`src/rcptm_pkg.sv`:
```
// Shared types, register map and constants for the RC pulse capture tank mixer.
`default_nettype none

package rcptm_pkg;

  localparam int unsigned WIDTH_W = 16;
  localparam int unsigned DUTY_W = 8;
  localparam int unsigned PADDR_W = 4;
  localparam int unsigned PDATA_W = 32;
  localparam int unsigned REG_IDX_W = 2;

  localparam int unsigned DUTY_LIMIT_DEF = 510;

  localparam logic [REG_IDX_W-1:0] REG_STEERING_CENTER = 2'd0;
  localparam logic [REG_IDX_W-1:0] REG_THROTTLE_CENTER = 2'd1;
  localparam logic [REG_IDX_W-1:0] REG_COUNTER_TOP = 2'd2;

  localparam logic [WIDTH_W-1:0] STEERING_CENTER_RST = 16'd1500;
  localparam logic [WIDTH_W-1:0] THROTTLE_CENTER_RST = 16'd1500;
  localparam logic [WIDTH_W-1:0] COUNTER_TOP_RST = 16'hFF00;

  typedef struct packed {
    logic steer_pin;
    logic throttle_pin;
  } in_beat_t;

  typedef struct packed {
    logic [DUTY_W-1:0] motor_a_duty;
    logic              motor_a_reverse;
    logic [DUTY_W-1:0] motor_b_duty;
    logic              motor_b_reverse;
  } out_beat_t;

  typedef struct packed {
    logic [WIDTH_W-1:0] steering_center;
    logic [WIDTH_W-1:0] throttle_center;
    logic [WIDTH_W-1:0] counter_top;
  } cfg_t;

  typedef struct packed {
    logic [WIDTH_W-1:0] steer_width;
    logic [WIDTH_W-1:0] throttle_width;
  } widths_t;

endpackage

`default_nettype wire

```
`src/rcptm_cfg.sv`:
```
// APB configuration registers: steering center, throttle center, counter top.
`default_nettype none

module rcptm_cfg (
  input  wire logic                            clk,
  input  wire logic                            rst,
  input  wire logic                            psel,
  input  wire logic                            penable,
  input  wire logic                            pwrite,
  input  wire logic [rcptm_pkg::PADDR_W-1:0]   paddr,
  input  wire logic [rcptm_pkg::PDATA_W-1:0]   pwdata,
  output logic      [rcptm_pkg::PDATA_W-1:0]   prdata,
  output logic                                 pready,
  output rcptm_pkg::cfg_t                      cfg
);
  import rcptm_pkg::*;

  logic [REG_IDX_W-1:0] reg_idx;
  logic                 wr_en;

  assign pready  = 1'b1;
  assign reg_idx = paddr[PADDR_W-1:PADDR_W-REG_IDX_W];
  assign wr_en   = psel && penable && pwrite && pready;

  always_ff @(posedge clk) begin
    if (rst) begin
      cfg.steering_center <= STEERING_CENTER_RST;
      cfg.throttle_center <= THROTTLE_CENTER_RST;
      cfg.counter_top     <= COUNTER_TOP_RST;
    end else if (wr_en) begin
      unique case (reg_idx)
        REG_STEERING_CENTER: cfg.steering_center <= pwdata[WIDTH_W-1:0];
        REG_THROTTLE_CENTER: cfg.throttle_center <= pwdata[WIDTH_W-1:0];
        REG_COUNTER_TOP:     cfg.counter_top     <= pwdata[WIDTH_W-1:0];
        default: ;
      endcase
    end
  end

  always_comb begin
    prdata = '0;
    unique case (reg_idx)
      REG_STEERING_CENTER: prdata = PDATA_W'(cfg.steering_center);
      REG_THROTTLE_CENTER: prdata = PDATA_W'(cfg.throttle_center);
      REG_COUNTER_TOP:     prdata = PDATA_W'(cfg.counter_top);
      default:             prdata = '0;
    endcase
  end

endmodule

`default_nettype wire

```
`src/rcptm_capture.sv`:
```
// Tick counter and pulse width capture, with the width stage register.
`default_nettype none

module rcptm_capture (
  input  wire logic                  clk,
  input  wire logic                  rst,
  input  wire rcptm_pkg::cfg_t       cfg,
  input  wire logic                  in_valid,
  output logic                       in_ready,
  input  wire rcptm_pkg::in_beat_t   in_data,
  output logic                       wid_valid,
  input  wire logic                  wid_ready,
  output rcptm_pkg::widths_t         wid
);
  import rcptm_pkg::*;

  logic [WIDTH_W-1:0] tick_count, tick_count_next;
  logic [WIDTH_W-1:0] steer_start, steer_start_next;
  logic [WIDTH_W-1:0] throttle_start, throttle_start_next;
  logic               steer_in_pulse, steer_in_pulse_next;
  logic               throttle_in_pulse, throttle_in_pulse_next;
  logic               rearm_counter, rearm_counter_next;
  logic [WIDTH_W-1:0] steer_width, steer_width_next;
  logic [WIDTH_W-1:0] throttle_width, throttle_width_next;
  logic [1:0]         previous_pins;
  logic [1:0]         pins;
  logic [WIDTH_W-1:0] tick_cap;
  logic               accept;

  assign in_ready = !wid_valid || wid_ready;
  assign accept   = in_valid && in_ready;
  assign pins     = {in_data.steer_pin, in_data.throttle_pin};

  // capture runs steering then throttle; a rise may zero the count seen by throttle
  always_comb begin
    tick_cap               = tick_count;
    rearm_counter_next     = rearm_counter;
    steer_start_next       = steer_start;
    throttle_start_next    = throttle_start;
    steer_in_pulse_next    = steer_in_pulse;
    throttle_in_pulse_next = throttle_in_pulse;
    steer_width_next       = steer_width;
    throttle_width_next    = throttle_width;
    if (pins != previous_pins) begin
      if (!in_data.steer_pin) begin
        if (steer_in_pulse) begin
          if (steer_start < tick_cap) begin
            steer_width_next = tick_cap - steer_start;
          end
          steer_in_pulse_next = 1'b0;
        end
      end else begin
        if (rearm_counter_next) begin
          tick_cap           = '0;
          rearm_counter_next = 1'b0;
        end
        if (!steer_in_pulse) begin
          steer_start_next    = tick_cap;
          steer_in_pulse_next = 1'b1;
        end
      end
      if (!in_data.throttle_pin) begin
        if (throttle_in_pulse) begin
          if (throttle_start < tick_cap) begin
            throttle_width_next = tick_cap - throttle_start;
          end
          throttle_in_pulse_next = 1'b0;
        end
      end else begin
        if (rearm_counter_next) begin
          tick_cap           = '0;
          rearm_counter_next = 1'b0;
        end
        if (!throttle_in_pulse) begin
          throttle_start_next    = tick_cap;
          throttle_in_pulse_next = 1'b1;
        end
      end
      if (!in_data.steer_pin && !in_data.throttle_pin) begin
        rearm_counter_next = 1'b1;
      end
    end
    if (tick_cap >= cfg.counter_top) begin
      tick_count_next = '0;
    end else begin
      tick_count_next = tick_cap + WIDTH_W'(1);
    end
  end

  always_ff @(posedge clk) begin
    if (rst) begin
      tick_count        <= '0;
      steer_start       <= '0;
      throttle_start    <= '0;
      steer_in_pulse    <= 1'b0;
      throttle_in_pulse <= 1'b0;
      rearm_counter     <= 1'b1;
      steer_width       <= '0;
      throttle_width    <= '0;
      previous_pins     <= '0;
    end else if (accept) begin
      tick_count        <= tick_count_next;
      steer_start       <= steer_start_next;
      throttle_start    <= throttle_start_next;
      steer_in_pulse    <= steer_in_pulse_next;
      throttle_in_pulse <= throttle_in_pulse_next;
      rearm_counter     <= rearm_counter_next;
      steer_width       <= steer_width_next;
      throttle_width    <= throttle_width_next;
      previous_pins     <= pins;
    end
  end

  always_ff @(posedge clk) begin
    if (rst) begin
      wid_valid <= 1'b0;
    end else if (in_ready) begin
      wid_valid <= in_valid;
    end
  end

  always_ff @(posedge clk) begin
    if (accept) begin
      wid.steer_width    <= steer_width_next;
      wid.throttle_width <= throttle_width_next;
    end
  end

endmodule

`default_nettype wire

```
`src/rcptm_mixer.sv`:
```
// Differential drive mix of the widths into two motor commands, with result register.
`default_nettype none

module rcptm_mixer #(
  parameter int unsigned DUTY_LIMIT = rcptm_pkg::DUTY_LIMIT_DEF
) (
  input  wire logic                  clk,
  input  wire logic                  rst,
  input  wire rcptm_pkg::cfg_t       cfg,
  input  wire logic                  wid_valid,
  output logic                       wid_ready,
  input  wire rcptm_pkg::widths_t    wid,
  output logic                       out_valid,
  input  wire logic                  out_ready,
  output rcptm_pkg::out_beat_t       out_data
);
  import rcptm_pkg::*;

  localparam int unsigned MIX_W = WIDTH_W + 2;
  localparam logic [MIX_W-2:0] LIMIT = (MIX_W-1)'(DUTY_LIMIT);
  localparam logic [WIDTH_W-1:0] DUTY_MAX = WIDTH_W'((1 << DUTY_W) - 1);

  logic signed [MIX_W-1:0] steer_err;
  logic signed [MIX_W-1:0] err_a;
  logic signed [MIX_W-1:0] err_b;
  logic signed [MIX_W-1:0] tw;
  logic signed [MIX_W-1:0] tc;
  logic [DUTY_W:0]         drv_a;
  logic [DUTY_W:0]         drv_b;

  // returns {reverse, duty}
  function automatic logic [DUTY_W:0] drive(input logic signed [MIX_W-1:0] err);
    logic [MIX_W-1:0]   neg;
    logic [MIX_W-2:0]   mag;
    logic [WIDTH_W-1:0] half;
    logic [DUTY_W-1:0]  duty;
    neg  = MIX_W'(-err);
    mag  = err[MIX_W-1] ? neg[MIX_W-2:0] : err[MIX_W-2:0];
    if (mag > LIMIT) begin
      mag = LIMIT;
    end
    half = mag[MIX_W-2:1];
    duty = (half > DUTY_MAX) ? DUTY_MAX[DUTY_W-1:0] : half[DUTY_W-1:0];
    return {err[MIX_W-1], duty};
  endfunction

  assign tw        = $signed({2'b00, wid.throttle_width});
  assign tc        = $signed({2'b00, cfg.throttle_center});
  assign steer_err = $signed({2'b00, wid.steer_width}) - $signed({2'b00, cfg.steering_center});
  assign err_a     = tw + steer_err - tc;
  assign err_b     = tw - steer_err - tc;
  assign drv_a     = drive(err_a);
  assign drv_b     = drive(err_b);

  assign wid_ready = !out_valid || out_ready;

  always_ff @(posedge clk) begin
    if (rst) begin
      out_valid <= 1'b0;
    end else if (wid_ready) begin
      out_valid <= wid_valid;
    end
  end

  always_ff @(posedge clk) begin
    if (wid_valid && wid_ready) begin
      out_data.motor_a_reverse <= drv_a[DUTY_W];
      out_data.motor_a_duty    <= drv_a[DUTY_W-1:0];
      out_data.motor_b_reverse <= drv_b[DUTY_W];
      out_data.motor_b_duty    <= drv_b[DUTY_W-1:0];
    end
  end

endmodule

`default_nettype wire

```
`src/rc_pulse_capture_tank_mixer.sv`:
```
// Top level: RC pulse capture feeding a differential drive mixer.
//
//   channel  | handshake            | payload
//   ---------+----------------------+----------------------------------
//   in       | in_valid / in_ready  | in_data   (steer_pin, throttle_pin)
//   out      | out_valid / out_ready| out_data  (motor A/B duty, reverse)
//   config   | APB psel / penable   | paddr, pwdata, prdata (3 regs)
//
// One beat in and one beat out per cycle while the output is not stalled; a beat's
// result passes the capture register, then the result register.
// Synchronous reset clears counter, capture state and both valid flags; the
// counter is zeroed again at the first rising pin after both pins were low.
// A stalled output holds its beat; the width register keeps taking beats
// until both stages are full.
`default_nettype none

module rc_pulse_capture_tank_mixer #(
  parameter int unsigned DUTY_LIMIT = rcptm_pkg::DUTY_LIMIT_DEF
) (
  input  wire logic                            clk,
  input  wire logic                            rst,
  input  wire logic                            in_valid,
  output logic                                 in_ready,
  input  wire rcptm_pkg::in_beat_t             in_data,
  output logic                                 out_valid,
  input  wire logic                            out_ready,
  output rcptm_pkg::out_beat_t                 out_data,
  input  wire logic                            psel,
  input  wire logic                            penable,
  input  wire logic                            pwrite,
  input  wire logic [rcptm_pkg::PADDR_W-1:0]   paddr,
  input  wire logic [rcptm_pkg::PDATA_W-1:0]   pwdata,
  output logic      [rcptm_pkg::PDATA_W-1:0]   prdata,
  output logic                                 pready
);
  import rcptm_pkg::*;

  cfg_t    cfg;
  widths_t wid;
  logic    wid_valid;
  logic    wid_ready;

  rcptm_cfg u_cfg (
    .clk     (clk),
    .rst     (rst),
    .psel    (psel),
    .penable (penable),
    .pwrite  (pwrite),
    .paddr   (paddr),
    .pwdata  (pwdata),
    .prdata  (prdata),
    .pready  (pready),
    .cfg     (cfg)
  );

  rcptm_capture u_capture (
    .clk       (clk),
    .rst       (rst),
    .cfg       (cfg),
    .in_valid  (in_valid),
    .in_ready  (in_ready),
    .in_data   (in_data),
    .wid_valid (wid_valid),
    .wid_ready (wid_ready),
    .wid       (wid)
  );

  rcptm_mixer #(
    .DUTY_LIMIT (DUTY_LIMIT)
  ) u_mixer (
    .clk       (clk),
    .rst       (rst),
    .cfg       (cfg),
    .wid_valid (wid_valid),
    .wid_ready (wid_ready),
    .wid       (wid),
    .out_valid (out_valid),
    .out_ready (out_ready),
    .out_data  (out_data)
  );

endmodule

`default_nettype wire

```
`config.mk`:
```
export PLATFORM = sky130hd
export DESIGN_NAME = rc_pulse_capture_tank_mixer
export DESIGN_NICKNAME = d
export VERILOG_FILES = /design/src/rcptm_pkg.sv /design/src/rcptm_cfg.sv /design/src/rcptm_capture.sv /design/src/rcptm_mixer.sv /design/src/rc_pulse_capture_tank_mixer.sv
export SDC_FILE = /design/constraint.sdc
export NUM_CORES = 1
export LEC_CHECK = 0
export BUFFER_PORTS_ARGS = -buffer_cell sky130_fd_sc_hd__buf_2
export CAP_MARGIN = 15
export CORE_MARGIN = 2
export CORE_UTILIZATION = 30
export DETAILED_ROUTE_END_ITERATION = 12
export GPL_TIMING_DRIVEN = 1
export HOLD_SLACK_MARGIN = 0.06
export PLACE_DENSITY = 0.5
export SYNTH_ARGS = -nofsm -noshare
export SYNTH_HDL_FRONTEND = slang
export SYNTH_SLANG_ARGS = --single-unit
export TNS_END_PERCENT = 10
```
`constraint.sdc`:
```
create_clock -name clk -period 6.1 [get_ports clk]
set_input_delay 0.305 -clock clk [delete_from_list [all_inputs] [get_ports clk]]
set_output_delay 0.305 -clock clk [all_outputs]
set_load 0.02 [all_outputs]
```
==> key figures, run 1 <==
Clocking
  • CTS Buf Count: 17
  • CTS clock-pin slew for the worst setup and hold paths: 80 ps
  • Maximum buffer depth of the clock tree: 2
  • Root Buffer: clkbuf_16
  • H-tree depth: 4
  • CTS tree: done
  • CTS Sinks: 185
  • Clk_lat worst skew: 460 ps

Place
  • Hpwl dp: 31,100 um
  • I/O Buffers: 62
  • Gpl congestion: 0.865

Finish
  • Area growth from synthesis to layout: 11.5%
  • # diodes: 0
  • Share of layout cells above drive strength 1: 10.5%
  • Nets: 1,941

Yosys
  • Post-synth cell types: 87
  • Ys Warns: 0
  • Synth top area share: 19.3%
  • Cells after synthesis: 1,714
  • Main flop type after synthesis: dfxtp_1
  • Sequential area share after synthesis: 30.0%
  • Commonest cells post-synth: 247 x nand2_1, 170 x inv_1, 135 x dfxtp_1
  • Top cells by area, synth: dfxtp_1 19%, edfxtp_1 11%, ha_1 9.4%
  • Post-synth EDFFs: 50
  • Count leader, synth: nand2_1
  • Asr flop ratio synth: 0%
  • Post-synthesis cell area: 0.0140 sq mm
  • Largest area contributor in the netlist: dfxtp_1
  • Mean Syn Cell Area: 8.17 sq um
  • Seq cells post-synth: 185

Die
  • IO Pins: 98
  • Placeable core area: 0.0463 sq mm
  • Chip Height: 220 um
  • Initial Util: 30.3%
  • Die area: 0.0484 sq mm
  • Die Wd: 220 um
  • Row count: 79

Timing
  • RSZ-0062 raised after global routing: no
  • Worst-margin pin slew: 970 ps
  • Final Hold Viols: 0
  • Pins Over Slew Limit: 0
  • # setup viols final: 0
  • Final TNS setup: 0 ps
  • Worst Skew: 14.4 ps
  • Maximum clock frequency: 175 MHz
  • Worst slew margin: 35.0%
  • Fin crit period: 5720 ps
  • WHS: 84.3 ps
  • Final worst path period share: 93.8%

Critical path
  • Slowest-stage cell, CP: fa_1
  • CP endpoint kind: flop
  • CP required: 6290 ps
  • Critical Path Fanout Max: 8
  • Worst EP arrival: 5910 ps
  • CP peak stage delay: 570 ps
  • Type of the worst setup path: flop to flop
  • CP Launch Type: flop

GRT
  • Number of global-route vias before repair: 11,500
  • Largest net degree at the start of global routing: 70
  • Gr usage total: 17.0%
  • First-pass GRT wire length: 63,700 um
  • Initial antenna violation count: 0
  • Total global routing overflow: 0

Routing
  • Post-Route WL: 39,700 um
  • DRT antenna net count: 0
  • DR pass1 iterations: 5
  • Drt wl/cell: 16.7 um
  • Vias per cell: 4.96
  • DR vias: 11,800
  • DRC Markers: 0
  • Iteration-0 DRC Markers: 760

Power and ir drop
  • Combinational Power Share: 35.7%
  • Switching part of the total: 36.5%
  • Cell Pwr Density: 246 mW/mm^2
  • Clock share of power: 30.2%
  • Leakage: 6.61 nW
  • Switching power: 0.00140 W
  • Max VDD drop: 0.000202 V
  • Int Pwr: 0.00244 W
  • Reg power frac: 34.2%

Hold path
  • Worst Hold Class: primary input to flop

Run
  • MaxCap Viol Count: 0

Run status
  • Status: complete, no violations
[flip-flops by register name, summed over array words and instances (netlist names)]
name	count
u_capture.previous_pins	2
u_capture.rearm_counter	1
u_capture.steer_in_pulse	1
u_capture.steer_start	16
u_capture.steer_width	16
u_capture.throttle_in_pulse	1
u_capture.throttle_start	16
u_capture.throttle_width	16
u_capture.tick_count	16
u_capture.wid	32
u_capture.wid_valid	1
u_cfg.cfg	48
u_mixer.out_data	18
u_mixer.out_valid	1
[power groups by stage]
stage          Sequential, W  Combinational, W  Clock (W)
6_report             0.00131           0.00137    0.00116
5_1_grt              0.00132           0.00154    0.00124
4_1_cts              0.00131           0.00136    0.00119
3_5_place_dp         0.00134           0.00135          0
3_3_place_gp         0.00134           0.00134          0
2_1_floorplan        0.00134           0.00104          0
[critical path: cells and delay by family (launching register included)]
family / cells / cell delay (ps)
xor gates and xnor gates: 1 / 160
DFF: 1 / 370
and+or+nand+nor: 3 / 680
buffers and inverters: 4 / 380
adders and majority gates: 4 / 1400
AOI/OAI and AO/OA: 13 / 2470
[area by class of cell]
cell class              instances  area, sq um
clock inverters                12          138
clock buffers                  19          464
multi-input cells            1291         8880
repair buffers                 89          515
fillers                      4918        30700
well taps                     607          759
flip-flops and latches        185         4200
inverters                     172          646
[through the flow]
step	util [%]	area (sq um)	power (W)	std cells	setup WS, ps
finish	33.7	15600	0.00384	2375	377
global route	33.7	15600	0.00410	2375	22.0
CTS	33.7	15600	0.00386	2374	66.6
detailed placement	32.4	15000	0.00269	2343	108
global placement	32.4	15000	0.00268	2343	230
floorplan	-	14100	0.00238	1729	912
[final timing paths]
kind,slack (ps),from,depth (start not counted),end
max,380,u_capture.wid[16],25,u_mixer.out_data[1]
min,80,in_valid,3,u_capture.wid_valid
max reg2reg,380,u_capture.wid[16],25,u_mixer.out_data[1]
min reg2reg,450,u_capture.steer_start[5],2,u_capture.steer_start[5]
[metal layers]
metal	global-route usage (%)	part of all wire (%)	wire, um	vias to the layer above
met4	4.83	1.8	724	0
met3	2.15	2.5	1010	32
met1	22.6	48	19100	5637
met2	28.8	48	18900	159
li1	-	-	-	5963
met5	0	0	0	-
[what timing repair did]
action	CTS	global route
buffers inserted	0	1
setup endpoints to repair	0	16
gates resized for setup	0	8
hold buffers	0	0
[cell families after synthesis]
family / Yosys count / share of synthesized area (%)
flops: 185 / 30.0
mux: 56 / 4.20
other cells: 2 / 0.0536
compound gates: 378 / 17.9
fa+ha+maj: 140 / 14.4
simple gates: 624 / 21.4
buf+inv: 253 / 7.29
xor+xnor: 76 / 4.75
[cells in the final DEF, fill, tap and decap left out, types with 34 or more instances in the layout]
cell type and count:
xnor2_1 37, and2_1 39, a21oi_1 129, inv_1 169, dfxtp_1 135, buf_2 61, a21o_1 38, fa_1 35
edfxtp_1 50, nand3_1 50, ha_1 105, nor2_1 110, xor2_1 38, nor3_1 39, mux2i_1 34, o21ai_0 56
nand2_1 246
No activity file was read; power rests on OpenSTA's default activity.
==> run 2, diff against run 1 <==
--- a/config.mk
+++ b/config.mk
@@ -10,9 +10,10 @@
 export CORE_MARGIN = 2
 export CORE_UTILIZATION = 30
 export DETAILED_ROUTE_END_ITERATION = 12
-export GPL_TIMING_DRIVEN = 1
+export GPL_TIMING_DRIVEN = 0
 export HOLD_SLACK_MARGIN = 0.06
 export PLACE_DENSITY = 0.5
+export SKIP_CTS_REPAIR_TIMING = 1
 export SYNTH_ARGS = -nofsm -noshare
 export SYNTH_HDL_FRONTEND = slang
 export SYNTH_SLANG_ARGS = --single-unit
==> run 2 against run 1 <==
  * Critical path depth stayed put
  * Combinational power is essentially flat
  * Clock power hardly changed
  * Non-clock buffer count increased by 54
  * Cell count rose by 2.4%
  * Largest cell class unchanged
  * Sequential share of layout area fell by 0.41 points
  * Clock-buffer cell count grew 1
==> key figures, run 2 (synthesis results as in run 1) <==
Run status
  • Status: complete, no violations

Power and ir drop
  • Max VDD drop: 0.000136 V
  • Leakage: 6.71 nW
  • Tot Pwr: 0.00384 W
  • Cell Pwr Density: 242 mW/mm^2

Clocking
  • Maximum buffer depth of the clock tree: 2
  • Clk_lat worst skew: 490 ps
  • CTS Sinks: 185
  • H-tree depth: 4
  • CTS tree: done
  • CTS Buf Count: 17
  • Root Buffer: clkbuf_16
  • CTS clock-pin slew for the worst setup and hold paths: 70 ps

Place
  • Gpl congestion: 0.868
  • Cell Area, Placed: 0.0151 sq mm
  • I/O Buffers: 59
  • Hpwl dp: 34,200 um
  • Inst Count DP: 2,396

Timing
  • Final TNS setup: 0 ps
  • Worst-margin pin slew: 1290 ps
  • Pins Over Slew Limit: 0
  • # setup viols final: 0
  • RSZ-0062 raised after global routing: yes
  • Final Hold Viols: 0
  • Final worst path period share: 95.3%
  • Worst slew margin: 12.8%
  • Maximum clock frequency: 172 MHz
  • Fin crit period: 5810 ps
  • Worst Skew: 15.2 ps

GRT
  • Initial antenna violation count: 1
  • Total global routing overflow: 0
  • Largest net degree at the start of global routing: 42
  • First-pass GRT wire length: 66,000 um
  • Gr usage total: 18.3%
  • Number of global-route vias before repair: 11,400

Finish
  • Post-route cell area: 0.0158 sq mm
  • Area growth from synthesis to layout: 13.2%
  • Most flops, register: u_cfg.cfg
  • Nets: 1,995
  • Most frequent cells in the layout: 246 x nand2_1, 170 x inv_1, 135 x dfxtp_1
  • Share of layout cells above drive strength 1: 10.9%
  • Biggest regs: u_cfg.cfg x48, u_capture.wid x32, u_mixer.out_data x18
  • Most common cell after layout, fill and taps aside: nand2_1
  • Max reg flops: 48
  • Non-Filler Instances: 2,432

Die
  • Die Wd: 220 um
  • Initial Util: 30.3%
  • Row count: 79
  • Placeable core area: 0.0463 sq mm
  • Chip Height: 220 um
  • IO Pins: 98
  • Die area: 0.0484 sq mm

Critical path
  • Type of the worst setup path: flop to flop
  • Critical Path Fanout Max: 10
  • CP Launch Type: flop
  • CP endpoint kind: flop
  • Worst EP arrival: 6140 ps
  • CP required: 6430 ps

Routing
  • DRC Markers: 0
  • DR vias: 12,100
  • Vias per cell: 4.99
  • Iteration-0 DRC Markers: 770
  • DR pass1 iterations: 6
  • DRT antenna net count: 0
  • Post-Route WL: 43,200 um
  • Drt wl/cell: 17.8 um

Hold path
  • Worst Hold Class: primary input to flop

Run
  • MaxCap Viol Count: 0
[run 2: changes by cell type in the layout (fill, tap and decap cells not counted), sizes merged]
cell    change
clkbuf     +48
clkinv      -4
bufinv      -1
inv         +5
buf         +7
diode       +2
[run 2: routing by layer]
| metal | GRT usage (%) | routed length [um] | vias to the layer above |
|---|---|---|---|
| met1 | 23.7 | 20000 | 5760 |
| li1 | - | - | 6081 |
| met3 | 3.69 | 2020 | 51 |
| met4 | 6.33 | 959 | 2 |
| met5 | 0 | 12 | - |
| met2 | 30.0 | 20200 | 240 |
[run 2: metrics by stage]
| stage | setup WS, ps | hold WS, ps | utilization, % |
|---|---|---|---|
| 2_1_floorplan | 912 | 422 | - |
| 3_3_place_gp | -62.8 | 442 | 32.7 |
| 3_5_place_dp | -1.58 | 448 | 32.7 |
| 4_1_cts | -28.7 | 16.3 | 33.9 |
| 5_1_grt | -44.9 | 60.9 | 34.2 |
| 6_report | 287 | 49.8 | 34.3 |
[run 2: critical path, stage by stage, from the launching register on]
cell and delay (ps):
edfxtp_1 500, ha_1 360, nor2b_1 140, o21ai_0 160
nand2b_1 110, a21o_1 180, a21o_1 190, a21o_1 230
a211oi_2 310, nor3_1 110, xor2_1 180, buf_4 160
fa_1 500, inv_1 50, ha_1 310, a21o_1 230
nor2b_4 150, o2bb2ai_1 170, a21oi_1 80, a221o_1 410
buf_2 210, a41o_1 230, a32o_1 230, and3_1 180
buf_2 160, o2111ai_1 100
[run 2: area by class of cell]
type | count | area [sq um]
Antenna cell | 2 | 5.00
Buffer | 77 | 367
Clock buffer | 20 | 457
Clock inverter | 12 | 105
Fill cell | 4887 | 30400
Inverter | 172 | 649
Multi-Input combinational cell | 1291 | 8940
Sequential cell | 185 | 4200
Tap cell | 607 | 759
Timing Repair Buffer | 66 | 355
[run 2: where the power goes]
| part | leakage (nW) | internal (W) | switching (W) |
|---|---|---|---|
| clock | 0.282 | 0.000557 | 0.000568 |
| combinational | 4.89 | 0.000542 | 0.000859 |
| sequential | 1.54 | 0.00129 | 0.0000237 |
| total | 6.71 | 0.00239 | 0.00145 |
[run 2: worst paths after layout]
path | start | to | slack (ps) | depth (start not counted)
setup / recovery | u_capture.wid[18] | u_mixer.out_data[1] | 290 | 25
hold / removal | in_valid | u_capture.wid_valid | 50 | 3
setup reg to reg | u_capture.wid[18] | u_mixer.out_data[1] | 290 | 25
hold reg to reg | u_capture.throttle_width[8] | u_capture.throttle_width[8] | 460 | 2
==> run 3, diff against run 2 <==
--- a/config.mk
+++ b/config.mk
@@ -12,7 +12,7 @@
 export DETAILED_ROUTE_END_ITERATION = 12
 export GPL_TIMING_DRIVEN = 0
 export HOLD_SLACK_MARGIN = 0.06
-export PLACE_DENSITY = 0.5
+export PLACE_DENSITY = 0.54
 export SKIP_CTS_REPAIR_TIMING = 1
 export SYNTH_ARGS = -nofsm -noshare
 export SYNTH_HDL_FRONTEND = slang
==> run 3 against run 2 <==
  * Register-to-register slack improved by 50 ps
  * Setup slack gained 53 ps
  * Die area unchanged
  * Clock skew barely moved
  * Routed wire length decreased by 2.4%
==> key figures, run 3 (synthesis results as in run 1) <==
Routing
  • Iteration-0 DRC Markers: 762
  • DRC Markers: 0
  • DRT antenna net count: 0
  • DR pass1 iterations: 5
  • Drt wl/cell: 17.4 um
  • Vias per cell: 5.03
  • DR vias: 12,200
  • Post-Route WL: 42,200 um

Timing
  • Final worst path period share: 94.4%
  • Final TNS setup: 0 ps
  • Maximum clock frequency: 174 MHz
  • # setup viols final: 0
  • Worst Skew: 15.3 ps
  • Worst-margin pin slew: 1000 ps
  • Worst slew margin: 32.7%
  • Final Hold Viols: 0
  • Fin crit period: 5760 ps
  • Pins Over Slew Limit: 0

Finish
  • # diodes: 0
  • Max reg flops: 48
  • Most flops, register: u_cfg.cfg
  • Fillers: 4,886
  • Nets: 1,994
  • Most frequent cells in the layout: 247 x nand2_1, 170 x inv_1, 134 x dfxtp_1
  • Post-route cell area: 0.0159 sq mm
  • Area growth from synthesis to layout: 13.4%
  • Share of layout cells above drive strength 1: 10.9%
  • Non-Filler Instances: 2,429
  • Biggest regs: u_cfg.cfg x48, u_capture.wid x32, u_mixer.out_data x18
  • Most common cell after layout, fill and taps aside: nand2_1

Hold path
  • Min-delay src: in_valid
  • Worst Hold Class: primary input to flop
  • Hold Path Sink: u_capture.wid_valid
  • Worst Hold Depth: 3

Die
  • Die area: 0.0484 sq mm
  • Row count: 79
  • Placeable core area: 0.0463 sq mm
  • Chip Height: 220 um
  • IO Pins: 98
  • Die Wd: 220 um
  • Initial Util: 30.3%

GRT
  • First-pass GRT wire length: 65,700 um
  • Largest net degree at the start of global routing: 42
  • Initial antenna violation count: 0
  • Gr usage total: 17.8%
  • Number of global-route vias before repair: 11,800
  • Total global routing overflow: 0

Critical path
  • Type of the worst setup path: flop to flop
  • R2r startpoint: u_capture.wid[16]
  • Worst R2R Path Depth: 24
  • Critical Path Fanout Max: 10
  • Worst EP arrival: 6070 ps
  • CP required: 6410 ps
  • Worst R2R Setup Slack: 340 ps
  • CP Launch Type: flop
  • CP endpoint kind: flop
  • Capture point of the worst reg-to-reg path: u_mixer.out_data[1]
  • Crit path from: u_capture.wid[16]

Clocking
  • CTS clock-pin slew for the worst setup and hold paths: 70 ps
  • Maximum buffer depth of the clock tree: 2
  • Root Buffer: clkbuf_16
  • CTS Buf Count: 17
  • H-tree depth: 4
  • CTS Sinks: 185
  • Clk_lat worst skew: 480 ps
  • CTS tree: done

Place
  • Cell Area, Placed: 0.0151 sq mm
  • Gpl congestion: 0.884
  • I/O Buffers: 59
  • Inst Count DP: 2,396
  • Hpwl dp: 33,700 um

Run status
  • Status: complete, no violations

Power and ir drop
  • Cell Pwr Density: 243 mW/mm^2
  • Leakage: 6.70 nW
  • Max VDD drop: 0.000128 V

Run
  • MaxCap Viol Count: 0
run 3: cell type report:
class / count / area [sq um] / area share (%)
timing repair buffer: 66 / 365 / 2.30
clock inverter: 13 / 124 / 0.780
inverter: 172 / 649 / 4.09
clock buffer: 19 / 454 / 2.86
sequential: 185 / 4210 / 26.5
tap: 607 / 759 / 4.78
buffer: 76 / 362 / 2.28
multi-input combinational: 1291 / 8950 / 56.4
run 3: per-stage QoR:
stage / total power (W) / worst slack, ps / util, % / hold slack (ps)
after floorplan: 0.00238 / 912 / - / 422
after global placement: 0.00267 / -16.4 / 32.7 / 442
after detailed placement: 0.00269 / -9.35 / 32.7 / 448
after CTS: 0.00382 / -29.3 / 34.0 / 30.2
after global routing: 0.00409 / -31.3 / 34.3 / 66.0
final: 0.00385 / 340 / 34.3 / 56.8
run 3: per-layer routing:
metal | global-route usage [%] | routed length (um) | part of all wire [%] | vias to the layer above
met2 | 30.1 | 20000 | 47 | 272
met3 | 3.92 | 2320 | 5.5 | 63
met4 | 5.88 | 1060 | 2.5 | 0
li1 | - | - | - | 6070
met5 | 0 | 0 | 0 | -
met1 | 22.5 | 18800 | 45 | 5801
run 3: worst max-delay path by stage:
stage	endpoint	depth (start not counted)
global route	u_mixer.out_data[1]	27
CTS	u_mixer.out_data[1]	25
finish	u_mixer.out_data[1]	24
floorplan	u_mixer.out_data[10]	21
global placement	u_mixer.out_data[10]	21
detailed placement	u_mixer.out_data[1]	25
run 3: power by group:
group | internal [W] | total [W] | leakage (nW) | switching, W
combinational | 0.000548 | 0.00141 | 4.88 | 0.000862
sequential | 0.00129 | 0.00132 | 1.54 | 0.0000263
clock | 0.000563 | 0.00112 | 0.279 | 0.000561
run 3: worst max-delay path, stage by stage, from the launching register on:
cell and delay (ps):
edfxtp_1 420, inv_1 60, ha_1 200, fa_1 410, nor2b_1 120, o21ai_0 80, nand2b_1 120, a21o_1 120
a21o_1 140, a21o_1 180, a211oi_2 110, o41ai_2 550, xor2_1 190, fa_1 550, inv_1 70, ha_1 340
a21o_1 250, a21o_1 200, a221o_1 400, clkbuf_4 210, a41o_1 220, a32o_1 230, and3_1 180, buf_2 150
o2111ai_1 100
